<file path="src/bdq_pkg.sv">
// shared constants, codes and controller/datapath command types for the
// bounded indexed deque; no dependencies
`default_nettype none

package bdq_pkg;

    localparam int CAPACITY_DEF    = 16;
    localparam int VALUE_WIDTH_DEF = 32;

    localparam int MODE_W   = 3;
    localparam int DATA_W   = 32;
    localparam int POS_W    = 5;
    localparam int STATUS_W = 2;
    localparam int COUNT_W  = 5;

    localparam logic [MODE_W-1:0] MODE_PUSH_BACK  = 3'd0;
    localparam logic [MODE_W-1:0] MODE_PUSH_FRONT = 3'd1;
    localparam logic [MODE_W-1:0] MODE_POP_FRONT  = 3'd2;
    localparam logic [MODE_W-1:0] MODE_POP_BACK   = 3'd3;
    localparam logic [MODE_W-1:0] MODE_READ_AT    = 3'd4;
    localparam logic [MODE_W-1:0] MODE_INSERT_AT  = 3'd5;

    localparam logic [STATUS_W-1:0] ST_OK    = 2'd0;
    localparam logic [STATUS_W-1:0] ST_EMPTY = 2'd1;
    localparam logic [STATUS_W-1:0] ST_FULL  = 2'd2;
    localparam logic [STATUS_W-1:0] ST_RANGE = 2'd3;

    typedef struct packed {
        logic latch_req;
        logic exec;
        logic capture_rd;
        logic shift_rd;
        logic shift_wr;
        logic place;
        logic load_out;
    } bdq_cmd_t;

    typedef struct packed {
        logic needs_read;
        logic needs_shift;
        logic shift_last;
    } bdq_stat_t;

endpackage

`default_nettype wire

</file>
<file path="src/bdq_req_if.sv">
// request channel: valid/ready handshake with mode, value and position
// depends on bdq_pkg
`default_nettype none

interface bdq_req_if;
    logic                                valid;
    logic                                ready;
    logic [bdq_pkg::MODE_W-1:0]          mode;
    logic signed [bdq_pkg::DATA_W-1:0]   item_value;
    logic [bdq_pkg::POS_W-1:0]           position;

    modport source (output valid, output mode, output item_value, output position,
                    input ready);
    modport sink   (input valid, input mode, input item_value, input position,
                    output ready);
endinterface

`default_nettype wire

</file>
<file path="src/bdq_rsp_if.sv">
// result channel: valid/ready handshake with value, status and count
// depends on bdq_pkg
`default_nettype none

interface bdq_rsp_if;
    logic                                valid;
    logic                                ready;
    logic signed [bdq_pkg::DATA_W-1:0]   result_value;
    logic [bdq_pkg::STATUS_W-1:0]        status;
    logic [bdq_pkg::COUNT_W-1:0]         entry_count;

    modport source (output valid, output result_value, output status, output entry_count,
                    input ready);
    modport sink   (input valid, input result_value, input status, input entry_count,
                     output ready);
endinterface

`default_nettype wire

</file>
<file path="src/bdq_ram.sv">
// generic simple dual-port ram, one write and one registered read per cycle
// no dependencies
`default_nettype none

module bdq_ram #(
    parameter int WIDTH = 32,
    parameter int DEPTH = 16
) (
    input  wire logic                     clk,
    input  wire logic                     wr_en,
    input  wire logic [$clog2(DEPTH)-1:0] wr_addr,
    input  wire logic [WIDTH-1:0]         wr_data,
    input  wire logic [$clog2(DEPTH)-1:0] rd_addr,
    output logic      [WIDTH-1:0]         rd_data
);

    logic [WIDTH-1:0] mem_reg [DEPTH];
    logic [WIDTH-1:0] rd_data_reg;

    always_ff @(posedge clk)
    begin
        if (wr_en)
        begin
            mem_reg[wr_addr] <= wr_data;
        end
        rd_data_reg <= mem_reg[rd_addr];
    end

    assign rd_data = rd_data_reg;

endmodule

`default_nettype wire

</file>
<file path="src/bdq_ctrl.sv">
// sequencing state machine for the deque: handshakes and datapath commands
// depends on bdq_pkg
`default_nettype none

module bdq_ctrl (
    input  wire logic                clk,
    input  wire logic                rst_n,
    input  wire logic                req_valid,
    output logic                     req_ready,
    output logic                     rsp_valid,
    input  wire logic                rsp_ready,
    input  wire bdq_pkg::bdq_stat_t  stat,
    output bdq_pkg::bdq_cmd_t        cmd
);

    typedef enum logic [2:0] {
        S_IDLE,
        S_EXEC,
        S_WAIT_RD,
        S_SHIFT_RD,
        S_SHIFT_WR,
        S_PLACE,
        S_FINISH
    } state_t;

    state_t state_reg;
    state_t state_next;
    logic   out_valid_reg;
    logic   out_valid_next;
    logic   out_free;

    assign out_free  = !out_valid_reg || rsp_ready;
    assign req_ready = (state_reg == S_IDLE);
    assign rsp_valid = out_valid_reg;

    always_comb
    begin
        cmd            = '0;
        state_next     = state_reg;
        out_valid_next = out_valid_reg && !rsp_ready;
        case (state_reg)
            S_IDLE:
            begin
                if (req_valid)
                begin
                    cmd.latch_req = 1'b1;
                    state_next    = S_EXEC;
                end
            end
            S_EXEC:
            begin
                cmd.exec = 1'b1;
                if (stat.needs_read)
                begin
                    state_next = S_WAIT_RD;
                end
                else if (stat.needs_shift)
                begin
                    state_next = S_SHIFT_RD;
                end
                else
                begin
                    state_next = S_FINISH;
                end
            end
            S_WAIT_RD:
            begin
                cmd.capture_rd = 1'b1;
                state_next     = S_FINISH;
            end
            S_SHIFT_RD:
            begin
                cmd.shift_rd = 1'b1;
                state_next   = S_SHIFT_WR;
            end
            S_SHIFT_WR:
            begin
                cmd.shift_wr = 1'b1;
                state_next   = stat.shift_last ? S_PLACE : S_SHIFT_RD;
            end
            S_PLACE:
            begin
                cmd.place  = 1'b1;
                state_next = S_FINISH;
            end
            S_FINISH:
            begin
                if (out_free)
                begin
                    cmd.load_out   = 1'b1;
                    out_valid_next = 1'b1;
                    state_next     = S_IDLE;
                end
            end
            default:
            begin
                state_next = S_IDLE;
            end
        endcase
    end

    always_ff @(posedge clk or negedge rst_n)
    begin
        if (!rst_n)
        begin
            state_reg     <= S_IDLE;
            out_valid_reg <= 1'b0;
        end
        else
        begin
            state_reg     <= state_next;
            out_valid_reg <= out_valid_next;
        end
    end

endmodule

`default_nettype wire

</file>
<file path="src/bdq_dpath.sv">
// deque datapath: request registers, ring pointers, entry ram and result registers
// depends on bdq_pkg and bdq_ram
`default_nettype none

module bdq_dpath #(
    parameter int CAPACITY    = bdq_pkg::CAPACITY_DEF,
    parameter int VALUE_WIDTH = bdq_pkg::VALUE_WIDTH_DEF
) (
    input  wire logic                                clk,
    input  wire logic                                rst_n,
    input  wire bdq_pkg::bdq_cmd_t                   cmd,
    output bdq_pkg::bdq_stat_t                       stat,
    input  wire logic [bdq_pkg::MODE_W-1:0]          mode,
    input  wire logic signed [bdq_pkg::DATA_W-1:0]   item_value,
    input  wire logic [bdq_pkg::POS_W-1:0]           position,
    output logic signed [bdq_pkg::DATA_W-1:0]        result_value,
    output logic [bdq_pkg::STATUS_W-1:0]             status,
    output logic [bdq_pkg::COUNT_W-1:0]              entry_count
);

    localparam int AW = $clog2(CAPACITY);
    localparam int CW = $clog2(CAPACITY + 1);
    localparam int XW = ((CW > bdq_pkg::POS_W) ? CW : bdq_pkg::POS_W) + 1;

    logic [bdq_pkg::MODE_W-1:0]   mode_reg;
    logic [VALUE_WIDTH-1:0]       val_reg;
    logic [bdq_pkg::POS_W-1:0]    pos_reg;
    logic [AW-1:0]                front_reg;
    logic [AW-1:0]                front_next;
    logic [CW-1:0]                count_reg;
    logic [CW-1:0]                count_next;
    logic [CW-1:0]                k_reg;
    logic [VALUE_WIDTH-1:0]       res_reg;
    logic [bdq_pkg::STATUS_W-1:0] stat_reg;
    logic [bdq_pkg::DATA_W-1:0]   out_value_reg;
    logic [bdq_pkg::STATUS_W-1:0] out_status_reg;
    logic [bdq_pkg::COUNT_W-1:0]  out_count_reg;

    logic [XW-1:0]                cnt_x;
    logic [XW-1:0]                pos_x;
    logic [XW-1:0]                k_x;
    logic                         is_full;
    logic                         is_empty;
    logic                         pos_lt_count;
    logic                         pos_gt_count;
    logic [bdq_pkg::STATUS_W-1:0] code;
    logic                         ok;
    logic [AW-1:0]                front_dec;
    logic [63:0]                  item_wide;
    logic [63:0]                  res_wide;

    logic                         wr_en;
    logic [AW-1:0]                wr_addr;
    logic [VALUE_WIDTH-1:0]       wr_data;
    logic [AW-1:0]                rd_addr;
    logic [VALUE_WIDTH-1:0]       rd_data;

    // ring index of an offset from the front, offset at most the capacity
    function automatic logic [AW-1:0] ring_slot(input logic [AW-1:0] front,
                                                input logic [XW-1:0] offset);
        logic [XW-1:0] sum;
        sum = XW'(front) + offset;
        if (sum >= XW'(CAPACITY))
        begin
            sum = sum - XW'(CAPACITY);
        end
        return sum[AW-1:0];
    endfunction

    assign cnt_x        = XW'(count_reg);
    assign pos_x        = XW'(pos_reg);
    assign k_x          = XW'(k_reg);
    assign is_full      = (cnt_x == XW'(CAPACITY));
    assign is_empty     = (count_reg == '0);
    assign pos_lt_count = (pos_x < cnt_x);
    assign pos_gt_count = (pos_x > cnt_x);
    assign front_dec    = (front_reg == '0) ? AW'(CAPACITY - 1) : front_reg - AW'(1);
    assign item_wide    = 64'($unsigned(item_value));
    assign res_wide     = 64'(res_reg);

    always_comb
    begin
        code = bdq_pkg::ST_OK;
        case (mode_reg)
            bdq_pkg::MODE_PUSH_BACK, bdq_pkg::MODE_PUSH_FRONT:
            begin
                if (is_full)
                begin
                    code = bdq_pkg::ST_FULL;
                end
            end
            bdq_pkg::MODE_POP_FRONT, bdq_pkg::MODE_POP_BACK:
            begin
                if (is_empty)
                begin
                    code = bdq_pkg::ST_EMPTY;
                end
            end
            bdq_pkg::MODE_READ_AT:
            begin
                if (!pos_lt_count)
                begin
                    code = bdq_pkg::ST_RANGE;
                end
            end
            bdq_pkg::MODE_INSERT_AT:
            begin
                if (is_full)
                begin
                    code = bdq_pkg::ST_FULL;
                end
                else if (pos_gt_count)
                begin
                    code = bdq_pkg::ST_RANGE;
                end
            end
            default:
            begin
                code = bdq_pkg::ST_OK;
            end
        endcase
    end

    assign ok = (code == bdq_pkg::ST_OK);

    assign stat.needs_read  = ok && ((mode_reg == bdq_pkg::MODE_POP_FRONT) ||
                                     (mode_reg == bdq_pkg::MODE_POP_BACK) ||
                                     (mode_reg == bdq_pkg::MODE_READ_AT));
    assign stat.needs_shift = ok && (mode_reg == bdq_pkg::MODE_INSERT_AT) && pos_lt_count;
    assign stat.shift_last  = ((k_x - XW'(1)) == pos_x);

    // ram ports and pointer updates
    always_comb
    begin
        wr_en      = 1'b0;
        wr_addr    = '0;
        wr_data    = val_reg;
        rd_addr    = '0;
        front_next = front_reg;
        count_next = count_reg;
        if (cmd.exec && ok)
        begin
            case (mode_reg)
                bdq_pkg::MODE_PUSH_BACK:
                begin
                    wr_en      = 1'b1;
                    wr_addr    = ring_slot(front_reg, cnt_x);
                    count_next = count_reg + CW'(1);
                end
                bdq_pkg::MODE_PUSH_FRONT:
                begin
                    wr_en      = 1'b1;
                    wr_addr    = front_dec;
                    front_next = front_dec;
                    count_next = count_reg + CW'(1);
                end
                bdq_pkg::MODE_POP_FRONT:
                begin
                    rd_addr    = front_reg;
                    front_next = ring_slot(front_reg, XW'(1));
                    count_next = count_reg - CW'(1);
                end
                bdq_pkg::MODE_POP_BACK:
                begin
                    rd_addr    = ring_slot(front_reg, cnt_x - XW'(1));
                    count_next = count_reg - CW'(1);
                end
                bdq_pkg::MODE_READ_AT:
                begin
                    rd_addr = ring_slot(front_reg, pos_x);
                end
                bdq_pkg::MODE_INSERT_AT:
                begin
                    // insert at the count is a plain append
                    if (!pos_lt_count)
                    begin
                        wr_en      = 1'b1;
                        wr_addr    = ring_slot(front_reg, cnt_x);
                        count_next = count_reg + CW'(1);
                    end
                end
                default:
                begin
                    wr_en = 1'b0;
                end
            endcase
        end
        if (cmd.shift_rd)
        begin
            rd_addr = ring_slot(front_reg, k_x - XW'(1));
        end
        if (cmd.shift_wr)
        begin
            wr_en   = 1'b1;
            wr_addr = ring_slot(front_reg, k_x);
            wr_data = rd_data;
        end
        if (cmd.place)
        begin
            wr_en      = 1'b1;
            wr_addr    = ring_slot(front_reg, pos_x);
            count_next = count_reg + CW'(1);
        end
    end

    always_ff @(posedge clk or negedge rst_n)
    begin
        if (!rst_n)
        begin
            front_reg <= '0;
            count_reg <= '0;
        end
        else
        begin
            front_reg <= front_next;
            count_reg <= count_next;
        end
    end

    always_ff @(posedge clk)
    begin
        if (cmd.latch_req)
        begin
            mode_reg <= mode;
            val_reg  <= item_wide[VALUE_WIDTH-1:0];
            pos_reg  <= position;
        end
        if (cmd.exec)
        begin
            stat_reg <= code;
            res_reg  <= '0;
            k_reg    <= count_reg;
        end
        if (cmd.capture_rd)
        begin
            res_reg <= rd_data;
        end
        if (cmd.shift_wr)
        begin
            k_reg <= k_reg - CW'(1);
        end
        if (cmd.load_out)
        begin
            out_value_reg  <= res_wide[bdq_pkg::DATA_W-1:0];
            out_status_reg <= stat_reg;
            out_count_reg  <= cnt_x[bdq_pkg::COUNT_W-1:0];
        end
    end

    assign result_value = out_value_reg;
    assign status       = out_status_reg;
    assign entry_count  = out_count_reg;

    bdq_ram #(
        .WIDTH (VALUE_WIDTH),
        .DEPTH (CAPACITY)
    ) u_store (
        .clk     (clk),
        .wr_en   (wr_en),
        .wr_addr (wr_addr),
        .wr_data (wr_data),
        .rd_addr (rd_addr),
        .rd_data (rd_data)
    );

endmodule

`default_nettype wire

</file>
<file path="src/bounded_deque_indexed.sv">
// top level of the bounded deque with indexed read and insert
// depends on bdq_pkg, bdq_req_if, bdq_rsp_if, bdq_ctrl, bdq_dpath
//
//   channel  role    fields
//   req      sink    mode[2:0], item_value[31:0] signed, position[4:0]
//   rsp      source  result_value[31:0] signed, status[1:0], entry_count[4:0]
//
// one item at a time; states from acceptance to the next acceptance:
//   push, error or unused mode: exec, finish; pop and read: exec, wait_rd
//   (registered ram read), finish; insert before the back: exec, one ram read and
//   one ram write per shifted entry through the single read and write port, place, finish
// reset clears the front pointer, count, controller state and output valid only; no clearing pass
// a finished result waits in the output register while req stays open;
// a further result waits in its final state until rsp drains
`default_nettype none

module bounded_deque_indexed #(
    parameter int CAPACITY    = bdq_pkg::CAPACITY_DEF,
    parameter int VALUE_WIDTH = bdq_pkg::VALUE_WIDTH_DEF
) (
    input wire logic clk,
    input wire logic rst_n,
    bdq_req_if.sink  req,
    bdq_rsp_if.source rsp
);

    localparam int OUT_CW = bdq_pkg::COUNT_W;
    localparam logic [OUT_CW-1:0] FULL_COUNT = OUT_CW'(CAPACITY % (2 ** OUT_CW));

    bdq_pkg::bdq_cmd_t  ctrl_cmd;
    bdq_pkg::bdq_stat_t dp_stat;

    bdq_ctrl u_ctrl (
        .clk       (clk),
        .rst_n     (rst_n),
        .req_valid (req.valid),
        .req_ready (req.ready),
        .rsp_valid (rsp.valid),
        .rsp_ready (rsp.ready),
        .stat      (dp_stat),
        .cmd       (ctrl_cmd)
    );

    bdq_dpath #(
        .CAPACITY    (CAPACITY),
        .VALUE_WIDTH (VALUE_WIDTH)
    ) u_dpath (
        .clk          (clk),
        .rst_n        (rst_n),
        .cmd          (ctrl_cmd),
        .stat         (dp_stat),
        .mode         (req.mode),
        .item_value   (req.item_value),
        .position     (req.position),
        .result_value (rsp.result_value),
        .status       (rsp.status),
        .entry_count  (rsp.entry_count)
    );

    a_cmd_exclusive: assert property (@(posedge clk) disable iff (!rst_n)
        $onehot0(ctrl_cmd))
        else $error("more than one datapath command at once");

    a_busy_after_accept: assert property (@(posedge clk) disable iff (!rst_n)
        (req.valid && req.ready) |=> !req.ready)
        else $error("new item taken while one is in progress");

    a_rsp_from_load: assert property (@(posedge clk) disable iff (!rst_n)
        $rose(rsp.valid) |-> $past(ctrl_cmd.load_out))
        else $error("result shown without a load");

    a_full_count: assert property (@(posedge clk) disable iff (!rst_n)
        (rsp.valid && (rsp.status == bdq_pkg::ST_FULL)) |-> (rsp.entry_count == FULL_COUNT))
        else $error("full status with a count below capacity");

    a_empty_zero: assert property (@(posedge clk) disable iff (!rst_n)
        (rsp.valid && (rsp.status == bdq_pkg::ST_EMPTY)) |->
            ((rsp.entry_count == '0) && (rsp.result_value == '0)))
        else $error("empty status with entries or a value");

endmodule

`default_nettype wire

</file>
<file path="src/flat_wrapper.sv">
// flat-port wrapper written by rule: the top's interface ports become plain ports
module bounded_deque_indexed_flat 
#(
    parameter int CAPACITY    = bdq_pkg::CAPACITY_DEF,
    parameter int VALUE_WIDTH = bdq_pkg::VALUE_WIDTH_DEF
)
  (clk, rst_n, req_valid, req_mode, req_item_value, req_position, req_ready, rsp_valid, rsp_result_value, rsp_status, rsp_entry_count, rsp_ready);
  bdq_req_if req_i ();
  bdq_rsp_if rsp_i ();
  input wire logic clk;
  input wire logic rst_n;
  input wire logic [$bits(req_i.valid)-1:0] req_valid;
  input wire logic [$bits(req_i.mode)-1:0] req_mode;
  input wire logic [$bits(req_i.item_value)-1:0] req_item_value;
  input wire logic [$bits(req_i.position)-1:0] req_position;
  output wire logic [$bits(req_i.ready)-1:0] req_ready;
  output wire logic [$bits(rsp_i.valid)-1:0] rsp_valid;
  output wire logic [$bits(rsp_i.result_value)-1:0] rsp_result_value;
  output wire logic [$bits(rsp_i.status)-1:0] rsp_status;
  output wire logic [$bits(rsp_i.entry_count)-1:0] rsp_entry_count;
  input wire logic [$bits(rsp_i.ready)-1:0] rsp_ready;
  assign req_i.valid = req_valid;
  assign req_i.mode = req_mode;
  assign req_i.item_value = req_item_value;
  assign req_i.position = req_position;
  assign req_ready = req_i.ready;
  assign rsp_valid = rsp_i.valid;
  assign rsp_result_value = rsp_i.result_value;
  assign rsp_status = rsp_i.status;
  assign rsp_entry_count = rsp_i.entry_count;
  assign rsp_i.ready = rsp_ready;
  bounded_deque_indexed #(.CAPACITY(CAPACITY), .VALUE_WIDTH(VALUE_WIDTH)) u_core (.clk(clk), .rst_n(rst_n), .req(req_i), .rsp(rsp_i));
endmodule
</file>
<file path="config.mk">
export PLATFORM = sky130hd
export DESIGN_NAME = bounded_deque_indexed_flat
export DESIGN_NICKNAME = d
export VERILOG_FILES = /design/src/bdq_pkg.sv /design/src/bdq_req_if.sv /design/src/bdq_rsp_if.sv /design/src/bdq_ram.sv /design/src/bdq_ctrl.sv /design/src/bdq_dpath.sv /design/src/bounded_deque_indexed.sv /design/src/flat_wrapper.sv
export SDC_FILE = /design/constraint.sdc
export NUM_CORES = 1
export LEC_CHECK = 0
export BUFFER_PORTS_ARGS = -buffer_cell sky130_fd_sc_hd__buf_2
export CORE_MARGIN = 1.5
export CORE_UTILIZATION = 40
export DETAILED_ROUTE_END_ITERATION = 6
export MAX_ROUTING_LAYER = met4
export PLACE_DENSITY_LB_ADDON = 0.1
export SLEW_MARGIN = 10
export SYNTH_ARGS = -nofsm -noshare
export SYNTH_HDL_FRONTEND = slang
export SYNTH_SLANG_ARGS = --single-unit
</file>
<file path="constraint.sdc">
create_clock -name clk -period 5.58 [get_ports clk]
set_input_delay 0.558 -clock clk [delete_from_list [all_inputs] [get_ports clk]]
set_output_delay 0.558 -clock clk [all_outputs]
set_load 0.005 [all_outputs]
</file>
==> metrics.txt <==
Post-synth EDFFs=630; # rows=95; CP arrival=4.66 ns; vias=15,700; fmax=0.226 GHz; RR Endpoint=u_core.u_dpath.u_store.mem_reg[3][26]; Worst R2R Setup Slack=1.16 ns; CORE AREA=67,500 um2; clock buffer depth=3; final setup skew=0.0272 ns; area growth from synthesis to layout=15.5%; post-synthesis cell count=1,751; startpoint types=flip-flop; Max-slew headroom=29.8%; fill cell total of the finished layout=5,884; DRC=0; CP Class=flip-flop to flip-flop; WL/cell=25.4 um; PortBufs=84; Non-Filler Instances=2,789; Max Cap Viol=0; largest net degree at the start of global routing=84; Yosys top cell area share=69.1%; register area share after synthesis=72.6%; count leader, synth=edfxtp_1; maximum vdd ir drop=0.000286 V; Clock Sinks=675; Final nets=1,933; leakage power figure=10.7 nW; fin. max-slew vios=0; die area=70,000 um2; top cell type by total area after synthesis=edfxtp_1; Critical Path Sink=u_core.u_dpath.u_store.mem_reg[3][26]; DRT Pass-1 Iters=5; max reg flops=512; Ys Warns=0; Die Ht=265 um; Skew-Pair Late Insertion Delay=0.62 ns; Max FO, Critical Path=32; Post-Syn Nets=1,828; htree depth=3; first-pass GRT wire length=104 mm; CP Data Required Time=5.82 ns; pwr/cell area=562 nW/um2; initial antenna violation count=0; Routed WL=70.9 mm; CP endpoint kind=flip-flop; Commonest cells post-synth=edfxtp_1, nand2_1, o211ai_1; GR Overflow Total=0; Num CTS Buffers=74; vias per cell=5.65; synth unique cells=64; Finish-stage setup viols=0; top cells by area, synth=edfxtp_1, o211ai_1, mux4_2; Slew @ Worst Pin=1.04 ns; Worst setup startpoint=u_core.u_dpath.count_reg[1]; initial cell density of the core=40.6%; Sequential Area=19,900 um2; Seq cells post-synth=675; Mapped Area=27,400 um2; GPL Wtd Cong=0.893; vias in the first global route=15,700; GRT Resource Usage Total=20.9%; ANT nets after route=0; Fin. Hold Viols=0; Worst R2R Start=u_core.u_dpath.count_reg[1]; Worst Hold Class=primary input to flip-flop; DPL Wire Length=38.9 mm; CTS root buffer=clkbuf_16; TritonCTS clock tree=done; total power=17.8 mW; main flop type after synthesis=edfxtp_1; Die W=265 um; FF-to-FF path depth=11; Synth Area per Inst=15.6 um2; num ports=85; layout cells sized above 1=20.1%; RSZ-0062 raised after global routing=false; Placed Cells incl. Taps=2,652; area of the multi-input gates=6930 um2; Async S/R FF share, synth=1.93%; post-CTS sizing=0; status=completed; clock-pin transition on the worst setup and hold timing paths=0.06 ns; Final period util=79.2%; DRT iter0 DRCs=1,170; fin crit period=4.42 ns; antenna cells=0
-- report_power, final --
| group | switching, mW | internal [mW] |
|---|---|---|
| Sequential | 0.447 | 7.27 |
| Combinational | 3.49 | 1.61 |
| Clock | 1.99 | 2.97 |
-- cells by family after synthesis --
logic type | count (synthesis) | share of synthesized area (%)
adders and majority gates | 33 | 1.64
buffers and inverters | 193 | 2.97
muxes | 108 | 6.07
xor gates and xnor gates | 23 | 0.786
DFF | 675 | 72.6
AOI/OAI and AO/OA | 356 | 9.67
and+or+nand+nor | 363 | 6.24
-- layer usage --
metal	track usage (%)	vias to the layer above	wire length [um]
li1	-	7095	-
met1	29.2	8127	33300
met2	31.8	407	32600
met3	3.28	119	3130
met4	5.89	0	1850
met5	-	-	0
-- worst min path at each step --
stage | end | cells after the start | slack [ns] | start
after global routing | u_core.u_dpath.val_reg[29] | 1 | 0.08 | req_item_value[29]
after floorplan | u_core.u_ctrl.rsp_valid | 0 | 0.26 | rst_n
after global placement | u_core.u_dpath.result_value[4] | 0 | 0.40 | u_core.u_dpath.res_reg[4]
after CTS | u_core.u_dpath.val_reg[29] | 1 | 0.07 | req_item_value[29]
final | u_core.u_dpath.val_reg[29] | 1 | 0.11 | req_item_value[29]
after detailed placement | u_core.u_dpath.result_value[31] | 0 | 0.40 | u_core.u_dpath.res_reg[31]
-- what timing repair did --
action,4_1_cts,5_1_grt
hold buffers,1,0
endpoints found under the hold margin,13,0
setup buffers,0,0
-- stage by stage --
step / worst slack (ns) / area [um2] / hold slack, ns / utilization (%) / TNS [ns]
floorplan: -0.571 / 27400 / 0.262 / - / -67.80
global placement: 1.32 / 29100 / 0.401 / 43.1 / 0
detailed placement: 1.18 / 29100 / 0.405 / 43.1 / 0
CTS: 1.17 / 31600 / 0.0735 / 46.8 / 0
global route: 0.847 / 31600 / 0.0756 / 46.8 / 0
finish: 1.16 / 31600 / 0.107 / 46.8 / 0
-- worst max-delay path, cell delays in order, from the launching register on --
cell	delay, ns
dfrtp_1	0.43
inv_1	0.23
ha_1	0.30
nor2b_1	0.13
o21ai_0	0.58
a211o_1	0.37
nand3_1	0.24
o31ai_2	0.28
buf_4	0.25
o221ai_1	0.34
nor3_2	0.26
buf_4	0.60
-- final cells by class --
cell class	instances	share of cell area, %
Clock inverter	35	1.34
Multi-Input combinational cell	883	21.9
Sequential cell	675	62.9
Clock buffer	101	6.50
Timing Repair Buffer	142	2.95
Tap cell	873	3.45
Inverter	80	0.950
-- cell usage in the layout (no fill, tap or decap), drive strengths merged, types with 12 or more instances in the layout --
cell / n
nand2: 177
clkbuf: 101
mux4: 41
o21ai: 22
xnor2: 14
nor2: 23
dfrtp: 13
nand4: 27
o2111ai: 23
dfxtp: 32
edfxtp: 630
ha: 28
a21oi: 72
and2: 35
inv: 84
nor3: 15
a221o: 23
buf: 141
o221ai: 34
mux2: 55
mux2i: 12
nand3: 51
o211ai: 123
clkinv: 22
Note: power is estimated with default switching activity, not from simulation.
